$ cat src/rtl/core/utfs_pkg.sv
// Shared types and constants for the UART transmit frame serializer.
`timescale 1ns / 1ps
`default_nettype none
package utfs_pkg;

  localparam int unsigned DATA_W    = 8;
  localparam int unsigned CFG_IDX_W = 2;
  localparam int unsigned CFG_W     = 4;
  localparam int unsigned IDX_W     = 3;

  localparam logic [CFG_IDX_W-1:0] CFG_DATA_BITS   = 2'd0;
  localparam logic [CFG_IDX_W-1:0] CFG_PARITY_MODE = 2'd1;
  localparam logic [CFG_IDX_W-1:0] CFG_STOP_BITS   = 2'd2;

  localparam logic [1:0] PAR_NONE = 2'd0;
  localparam logic [1:0] PAR_EVEN = 2'd1;

  localparam logic [1:0] KIND_START  = 2'd0;
  localparam logic [1:0] KIND_DATA   = 2'd1;
  localparam logic [1:0] KIND_PARITY = 2'd2;
  localparam logic [1:0] KIND_STOP   = 2'd3;

  typedef struct packed {
    logic [DATA_W-1:0] data;
    logic [IDX_W-1:0]  last_idx;
    logic              par_en;
    logic              par_bit;
    logic              two_stop;
  } desc_t;

  typedef enum logic [1:0] {
    ST_START,
    ST_DATA,
    ST_PARITY,
    ST_STOP
  } ser_state_t;

endpackage
`default_nettype wire

$ cat src/rtl/core/utfs_front.sv
// Front end: configuration registers and frame descriptor classification.
`timescale 1ns / 1ps
`default_nettype none
module utfs_front
  import utfs_pkg::*;
(
  input  wire logic                 clk,
  input  wire logic                 rst_n,
  input  wire logic                 cfg_we,
  input  wire logic [CFG_IDX_W-1:0] cfg_index,
  input  wire logic [CFG_W-1:0]     cfg_wdata,
  input  wire logic [DATA_W-1:0]    data_byte,
  output desc_t                     desc
);

  logic [CFG_W-1:0] data_bits_r;
  logic [1:0]       parity_mode_r;
  logic [1:0]       stop_bits_r;
  logic [IDX_W-1:0] last_idx;
  logic [DATA_W-1:0] masked;

  always_ff @(posedge clk) begin
    if (!rst_n) begin
      data_bits_r   <= 4'd8;
      parity_mode_r <= PAR_NONE;
      stop_bits_r   <= 2'd1;
    end else if (cfg_we) begin
      unique case (cfg_index)
        CFG_DATA_BITS:   data_bits_r   <= cfg_wdata;
        CFG_PARITY_MODE: parity_mode_r <= cfg_wdata[1:0];
        CFG_STOP_BITS:   stop_bits_r   <= cfg_wdata[1:0];
        default: ;
      endcase
    end
  end

  always_comb begin
    if (data_bits_r < 4'd5) begin
      last_idx = 3'd4;
    end else if (data_bits_r > 4'd8) begin
      last_idx = 3'd7;
    end else begin
      last_idx = IDX_W'(data_bits_r - 4'd1);
    end
    masked        = data_byte & (8'hFF >> (3'd7 - last_idx));
    desc.data     = data_byte;
    desc.last_idx = last_idx;
    desc.par_en   = (parity_mode_r != PAR_NONE);
    desc.par_bit  = (^masked) ^ (parity_mode_r != PAR_EVEN);
    desc.two_stop = stop_bits_r[1];
  end

endmodule
`default_nettype wire

$ cat src/rtl/core/utfs_queue.sv
// Two-entry descriptor queue between front and back.
`timescale 1ns / 1ps
`default_nettype none
module utfs_queue
  import utfs_pkg::*;
(
  input  wire logic  clk,
  input  wire logic  rst_n,
  input  wire logic  push,
  input  wire desc_t push_desc,
  output logic       full,
  input  wire logic  pop,
  output logic       head_valid,
  output desc_t      head_desc
);

  desc_t      mem_r [2];
  logic       wr_ptr_r;
  logic       rd_ptr_r;
  logic [1:0] count_r;

  assign full       = (count_r == 2'd2);
  assign head_valid = (count_r != 2'd0);
  assign head_desc  = mem_r[rd_ptr_r];

  always_ff @(posedge clk) begin
    if (push) begin
      mem_r[wr_ptr_r] <= push_desc;
    end
  end

  always_ff @(posedge clk) begin
    if (!rst_n) begin
      wr_ptr_r <= 1'b0;
      rd_ptr_r <= 1'b0;
      count_r  <= 2'd0;
    end else begin
      if (push) begin
        wr_ptr_r <= ~wr_ptr_r;
      end
      if (pop) begin
        rd_ptr_r <= ~rd_ptr_r;
      end
      if (push && !pop) begin
        count_r <= count_r + 2'd1;
      end else if (pop && !push) begin
        count_r <= count_r - 2'd1;
      end
    end
  end

endmodule
`default_nettype wire

$ cat src/rtl/core/utfs_back.sv
// Back end: bit sequencer and output register.
`timescale 1ns / 1ps
`default_nettype none
module utfs_back
  import utfs_pkg::*;
(
  input  wire logic  clk,
  input  wire logic  rst_n,
  input  wire logic  head_valid,
  input  wire desc_t head_desc,
  output logic       pop,
  output logic       out_valid,
  input  wire logic  out_stall,
  output logic       out_line_level,
  output logic [1:0] out_bit_kind,
  output logic       out_frame_end
);

  ser_state_t       state_r, state_nxt;
  desc_t            cur_r, cur_nxt;
  logic [IDX_W-1:0] idx_r, idx_nxt;
  logic             valid_r, valid_nxt;
  logic             level_r, level_nxt;
  logic [1:0]       kind_r, kind_nxt;
  logic             end_r, end_nxt;
  logic             can_load;

  assign can_load       = !valid_r || !out_stall;
  assign out_valid      = valid_r;
  assign out_line_level = level_r;
  assign out_bit_kind   = kind_r;
  assign out_frame_end  = end_r;

  always_ff @(posedge clk) begin
    if (!rst_n) begin
      state_r <= ST_START;
      valid_r <= 1'b0;
      idx_r   <= '0;
    end else begin
      state_r <= state_nxt;
      valid_r <= valid_nxt;
      idx_r   <= idx_nxt;
    end
  end

  always_ff @(posedge clk) begin
    cur_r   <= cur_nxt;
    level_r <= level_nxt;
    kind_r  <= kind_nxt;
    end_r   <= end_nxt;
  end

  always_comb begin
    state_nxt = state_r;
    cur_nxt   = cur_r;
    idx_nxt   = idx_r;
    valid_nxt = valid_r && out_stall;
    level_nxt = level_r;
    kind_nxt  = kind_r;
    end_nxt   = end_r;
    pop       = 1'b0;
    if (can_load) begin
      unique case (state_r)
        ST_START: begin
          if (head_valid) begin
            pop       = 1'b1;
            cur_nxt   = head_desc;
            valid_nxt = 1'b1;
            level_nxt = 1'b0;
            kind_nxt  = KIND_START;
            end_nxt   = 1'b0;
            idx_nxt   = '0;
            state_nxt = ST_DATA;
          end
        end
        ST_DATA: begin
          valid_nxt = 1'b1;
          level_nxt = cur_r.data[idx_r];
          kind_nxt  = KIND_DATA;
          end_nxt   = 1'b0;
          if (idx_r == cur_r.last_idx) begin
            idx_nxt   = '0;
            state_nxt = cur_r.par_en ? ST_PARITY : ST_STOP;
          end else begin
            idx_nxt = idx_r + 3'd1;
          end
        end
        ST_PARITY: begin
          valid_nxt = 1'b1;
          level_nxt = cur_r.par_bit;
          kind_nxt  = KIND_PARITY;
          end_nxt   = 1'b0;
          state_nxt = ST_STOP;
        end
        ST_STOP: begin
          valid_nxt = 1'b1;
          level_nxt = 1'b1;
          kind_nxt  = KIND_STOP;
          if (cur_r.two_stop && (idx_r == 3'd0)) begin
            end_nxt = 1'b0;
            idx_nxt = 3'd1;
          end else begin
            end_nxt   = 1'b1;
            idx_nxt   = '0;
            state_nxt = ST_START;
          end
        end
        default: state_nxt = ST_START;
      endcase
    end
  end

endmodule
`default_nettype wire

$ cat src/rtl/core/uart_tx_frame_serializer.sv
// Top level of the UART transmit frame serializer.
//
// Input channel: in_valid / in_stall carry one byte per transaction on
// in_data_byte. Each byte becomes one serial frame on the output channel:
// out_valid / out_stall carry one bit period per transaction, with
// out_line_level, out_bit_kind (start, data, parity, stop) and out_frame_end
// set on the last stop bit.
// Configuration: cfg_we writes cfg_wdata into register cfg_index (0 data
// bits, 1 parity mode, 2 stop bits); write only while the block is idle.
// The byte is written into the descriptor queue; its start bit is then loaded
// into the back-end output register when the output side is free.
// Throughput: a frame is a start bit, 5..8 data bits, optional parity and
// 1 or 2 stops; the back-end bit sequencer emits one bit per cycle while
// out_stall is low, and frames follow with no gap when a byte is queued.
// A two-entry descriptor queue lets bytes be accepted while a frame is
// still being sent; in_stall is high while the queue is full.
// Reset: rst_n clears the queue and sequencer and restores 8 data bits,
// no parity and one stop bit. When out_stall is high the current bit holds.
`timescale 1ns / 1ps
`default_nettype none
module uart_tx_frame_serializer
  import utfs_pkg::*;
(
  input  wire logic                 clk,
  input  wire logic                 rst_n,
  input  wire logic                 cfg_we,
  input  wire logic [CFG_IDX_W-1:0] cfg_index,
  input  wire logic [CFG_W-1:0]     cfg_wdata,
  input  wire logic                 in_valid,
  output logic                      in_stall,
  input  wire logic [DATA_W-1:0]    in_data_byte,
  output logic                      out_valid,
  input  wire logic                 out_stall,
  output logic                      out_line_level,
  output logic [1:0]                out_bit_kind,
  output logic                      out_frame_end
);

  desc_t front_desc;
  desc_t head_desc;
  logic  q_full;
  logic  q_push;
  logic  q_pop;
  logic  head_valid;

  assign in_stall = q_full;
  assign q_push   = in_valid && !q_full;

  utfs_front u_front (
    .clk       (clk),
    .rst_n     (rst_n),
    .cfg_we    (cfg_we),
    .cfg_index (cfg_index),
    .cfg_wdata (cfg_wdata),
    .data_byte (in_data_byte),
    .desc      (front_desc)
  );

  utfs_queue u_queue (
    .clk        (clk),
    .rst_n      (rst_n),
    .push       (q_push),
    .push_desc  (front_desc),
    .full       (q_full),
    .pop        (q_pop),
    .head_valid (head_valid),
    .head_desc  (head_desc)
  );

  utfs_back u_back (
    .clk            (clk),
    .rst_n          (rst_n),
    .head_valid     (head_valid),
    .head_desc      (head_desc),
    .pop            (q_pop),
    .out_valid      (out_valid),
    .out_stall      (out_stall),
    .out_line_level (out_line_level),
    .out_bit_kind   (out_bit_kind),
    .out_frame_end  (out_frame_end)
  );

endmodule
`default_nettype wire
$ cat config.mk
export PLATFORM = sky130hd
export DESIGN_NAME = uart_tx_frame_serializer
export DESIGN_NICKNAME = d
export VERILOG_FILES = /design/src/rtl/core/utfs_pkg.sv /design/src/rtl/core/utfs_front.sv /design/src/rtl/core/utfs_queue.sv /design/src/rtl/core/utfs_back.sv /design/src/rtl/core/uart_tx_frame_serializer.sv
export SDC_FILE = /design/constraint.sdc
export NUM_CORES = 1
export LEC_CHECK = 0
export ABC_AREA = 1
export BUFFER_PORTS_ARGS = -buffer_cell sky130_fd_sc_hd__clkbuf_2
export CORE_UTILIZATION = 54
export CTS_CLUSTER_SIZE = 16
export DETAILED_ROUTE_END_ITERATION = 16
export PLACE_DENSITY = 0.81
export RECOVER_POWER = 50
export SLEW_MARGIN = 0
export SYNTH_ARGS = -nofsm -noshare
export SYNTH_HDL_FRONTEND = slang
export SYNTH_SLANG_ARGS = --single-unit
$ cat constraint.sdc
create_clock -name clk -period 6.7 [get_ports clk]
set_input_delay 0.335 -clock clk [delete_from_list [all_inputs] [get_ports clk]]
set_output_delay 0.335 -clock clk [all_outputs]
set_load 0.005 [all_outputs]
# == Word level (Yosys, flattened, before mapping) ==
# Memories as Yosys holds them, arrays and structs flattened. A register that Yosys moved wholly into a read port is not among the register bits.
# Cells that the tools add are included.
# totals
ff_bits,22
ram_bits,28
n_memories,1
inputBits,19
# classes
reduce_logical,28
mux,29
n_bitwise,4
n_lt_le_gt_ge,3
n_eq_ne,11
add_sub_neg,5
shift,1
# memory_table
name,depth,width,rd,rd_ports_with_merged_regs,wr,line_no,source
u_queue.mem_r,2,14,1,1,1,utfs_queue.sv:17,desc_t mem_r [2];
# op_table
cell,n
$pmux W2 S4,2
$mux W1,12
$mux W2,6
$mux W3,4
$pmux W3 S3,1
$and A8 B8 Y8,1
$eq A2 B2 Y1 const B,4
$reduce_and A2 Y1,4
$reduce_xor A8 Y1,1
$shr A8 B3 Y8 const A,1
$reduce_and A3 Y1,2
$reduce_bool A2 Y1,3
$logic_and A1 B1 Y1,5
$logic_not A1 Y1,5
$eq A2 B1 Y1 const B,2
$gt A4 B4 Y1 const B,1
$logic_not A2 Y1,2
$lt A3 B4 Y1 const B,1
$lt A4 B3 Y1 const B,1
$ne A2 B1 Y1 const B,2
$ne A2 B2 Y1 const B,2
$pmux W1 S4,1
$reduce_and A4 Y1,1
$add A3 B1 Y3 const B,1
15 further kinds,16

# == Depth between registers and ports, before layout ==
# depth
ltp_word,8
depth_mapped,14
ltp_nobuf,14

# == Hierarchy ==
# Synthesis repeated with hierarchy kept, for this count alone.
# hier_totals
cells_unflattened,290
hier_area_um2,2959.1
# by_module_without_submodules
module,area_each_um2,instances,cells_each
utfs_queue,1237.4,1,78
utfs_back,1119.8,1,109
utfs_front,591.8,1,101
uart_tx_frame_serializer,10.0,1,2

# == Worst setup path after synthesis ==
# No wires, ideal clock.
# synth_path
path_kind,reg-to-reg
from,register u_back.state_r[0]
to,register u_queue.count_r[1]
path_stages_with_launch,11
period_less_slack_ps,2382
setup_slack_ps,4318
arrival_ps,2260
required_time_ps,6578
path_buffers,0
cell_sequence,dfxtp_1 > inv_1 > ha_1 > inv_1 > nor3_2 > inv_1 > ha_1 > a21oi_1 > o21ai_0 > o21ai_0 > a21oi_1
# synth_between
elab_chain_len,6
word_cells_on_any_way,8
classes_between,mux: 3; reduce/logical: 5
# synth_rtl
element,line_no,source
start: declaration,utfs_back.sv:19,"ser_state_t state_r, state_nxt;"
start signal: assignment,utfs_back.sv:40,state_r <= state_nxt;
$logic_not A2 Y1 (*),utfs_back.sv:63,unique case (state_r)
$mux W1 (*),utfs_back.sv:63,
$mux W1 (*),utfs_back.sv:62,if (can_load) begin
$logic_not A1 Y1,utfs_queue.sv:44,if (push && !pop) begin
$logic_and A1 B1 Y1,utfs_queue.sv:44,
$mux W2 or $reduce_bool A2 Y1 (tied branches),--,
end signal: assignment,utfs_queue.sv:45,count_r <= count_r + 2'd1;
end signal: assignment,utfs_queue.sv:47,count_r <= count_r - 2'd1;
end: declaration,utfs_queue.sv:20,logic [1:0] count_r;
# Mark *: on every way between the ends. The rest lies on a longest branch, timed or not.
# A chain may end at the register's enable or synchronous reset.

# == Worst setup path after layout ==
# layout_path
from,register u_back.state_r[1]
to,register u_queue.count_r[1]
# The elaborated chain is that of the path after synthesis.

==> results.md <==
- Vias in the first global route: 1664
- Clock sinks: 63
- Via count: roughly 1900
- Final HPWL DP: 2.99 mm
- Setup CP Type: flop to flop
- Register area share after synthesis: roughly three fifths
- RSZ-0062 raised after global routing: false
- Antenna Cells: 0
- Rows: 25
- Post_cts resized: 0
- Final setup violating endpoints: 0
- Initial antenna violation count: 0
- IO buf count: 24
- IO Pins: 25
- Post-route ant nets: 0
- Total setup buffers inserted after CTS: 0
- Met3 WL: ~180 um
- Vias/cell: roughly 4.8
- Die H: 73.9 um
- Post-route DRC violation count: 0
- Post-Syn Area: 2790 sq um
- Simple-Gate Fraction of Synth Area: 18.9%
- Final Worst Setup Slack: 3.99 ns
- Overflow after GRT: 0
- CP required: slightly below 7 ns
- Synth-to-Final Area Change: 11.1%
- GRT Util Overall: about 17%
- Maximum VDD drop: 0.000160 V
- Number of synthesized flops with an enable pin: between 40 and 50
- Worst min path class: input port to flop
- Mux contribution to synthesized area: 0%
- Hold-fix buffers, CTS: 0
- Async set-reset flop share out of synthesis: 0%
- RePlAce Congestion: about 0.76
- Top FF cell, synth: edfxtp_1
- Setup TNS Final: 0 ns
- XOR/XNOR share of the synthesized area: 1.88%
- Crit. End Element: flop
- Synth Warn #: 0
- Post-Route Skew: 0.0103 ns
- Type of origin of the critical path: flop
- Pre-antenna DRT Iters: 4
- Initial core utilization: between 50% and 60%
- Chip Width: 73.9 um
- Max layer used: met4
- Largest family of logic cells by synthesized area: simple AND/OR/NAND/NOR gates
- Adder-cell share of the synthesized area: 4.03%
- Layout cells sized above 1: 7.72%
- Root Buffer: clkbuf_8
- Max-slew headroom: 24.7%
- Max Root-Sink Buffers: 2
- Num CTS Buffers: 9
- Outcome: complete, no violations
- Final total power: 1.19 mW
- Syn Area/Cell: 9.76 sq um
- Initial drt markers: 79
- Most common cell after layout, fill and taps aside: nand2_1
- Final layout net count: 347
- Mapped Cells: 286
- Fin crit period: 2.71 ns
- Crit path DAT: 2.92 ns
- Pwr per Cell Area: just under 400 nW/um^2
- Fmax: 369 MHz
- Detailed Route WL: 4.04 mm
- Max Cap Viol: 0
- Crit path max fanout: 15
- Area of the core: ~4800 sq um
- Largest net degree at the start of global routing: 17
- Period utilization: 40.4%
- Met2 WL post-DR: about 2.0 mm
- LEAKAGE: about 1.3 nW
- Place WS: 3.93 ns
- Most frequent cells in the layout: nand2_1, edfxtp_1, inv_1, nor2_1, clkbuf_1
- Compound-Gate Fraction of Synth Area: 7.44%
- Die area: 5460 sq um
- Cell variety after synth: 26
- Clock slew at reported path FFs: 0.06 ns
- Final hold slack: about 0.23 ns
- Slew @ Worst Pin: 1.13 ns
- Slew Viols, Final: 0
- WL per Instance: 10.3 um
- Synthesized flop and latch total: 63
- Worst-Skew Late Latency: around 0.33 ns
- First-pass GRT wire length: 6.73 mm
- H-tree depth: 3
- Met1 Wirelength: 1.83 mm
- TritonCTS clock tree: built
- Final Hold Viols: 0
## final timing paths
kind	from	endpoint	slack, ns	depth (start not counted)
max	u_back.state_r[1]$_SDFFE_PN0P_	u_queue.count_r[1]$_SDFFE_PN0P_	3.99	10
min	cfg_wdata[3]	u_front.data_bits_r[3]$_SDFFE_PN1P_	0.23	3
max reg2reg	u_back.state_r[1]$_SDFFE_PN0P_	u_queue.count_r[1]$_SDFFE_PN0P_	3.99	10
min reg2reg	u_front.stop_bits_r[1]$_SDFFE_PN0P_	u_queue.mem_r[0][0]$_DFFE_PP_	0.46	0
## critical path, stage by stage (launching register included)
cell and delay [ns]:
dfxtp_1 0.33, inv_1 0.14, ha_1 0.24, inv_1 0.08, nor3_2 0.83, inv_1 0.18, ha_1 0.36, a21oi_1 0.11
o21ai_0 0.11, o21ai_0 0.16, a21oi_1 0.05
## layout make-up
type | instances | area (sq um)
clock buffers | 14 | 143
clock inverters | 2 | 7.51
fillers | 376 | 1750
inverters | 41 | 154
multi-input cells | 180 | 891
flip-flops and latches | 63 | 1720
well taps | 67 | 83.8
repair buffers | 24 | 101
## cell usage after synthesis (2+ instances only)
cell / instances / area [sq um]
nor3_1: 2 / 10.0
o21ai_0: 18 / 90.1
nor2_1: 22 / 82.6
xor2_1: 2 / 17.5
dfxtp_1: 17 / 340
a21oi_1: 14 / 70.1
nand3_1: 10 / 50.1
edfxtp_1: 46 / 1380
nand2_1: 77 / 289
nand2_2: 4 / 25.0
or2_2: 2 / 12.5
inv_1: 41 / 154
a31oi_1: 2 / 12.5
o211ai_1: 4 / 30.0
clkbuf_1: 2 / 7.51
nand4_1: 2 / 12.5
ha_1: 9 / 113
xnor2_1: 4 / 35.0
## power breakdown
part	switching, mW	leakage, nW	total (mW)	internal (mW)
combinational	0.213	0.678	0.330	0.117
sequential	0.0553	0.571	0.605	0.550
clock	0.125	0.0737	0.258	0.132
## flip-flops by register name, indices dropped and copies added, names as in the netlist
signal,count
u_front.data_bits_r,4
u_back.idx_r,3
u_back.out_valid,1
u_back.out_bit_kind,2
u_back.out_frame_end,1
u_back.cur_r,14
u_back.state_r,2
u_queue.count_r,2
u_front.stop_bits_r,1
u_front.parity_mode_r,2
u_queue.mem_r,28
u_queue.wr_ptr_r,1
u_back.out_line_level,1
u_queue.rd_ptr_r,1
## kinds of logic after synthesis
group,count (synthesis)
compound gates,39
xor+xnor,6
fa+ha+maj,9
buf+inv,44
flops,63
other cells,1
simple gates,124
## stage by stage
| stage | cell area (sq um) | std cells | utilization [%] |
|---|---|---|---|
| 6_report | 3100 | 391 | 64.0 |
| 5_1_grt | 3100 | 391 | 64.0 |
| 4_1_cts | 3140 | 391 | 64.7 |
| 3_5_place_dp | 2990 | 375 | 61.6 |
| 3_3_place_gp | 2990 | 375 | 61.6 |
| 2_1_floorplan | 2800 | 287 | - |
## layer usage
layer / GRT usage, % / up-vias
li1: - / 997
met1: 19.8 / 816
met2: 28.5 / 44
met3: 4.12 / 4
met4: 10.9 / 0
met5: 0 / -
Note: power is estimated with default switching activity, not from simulation.
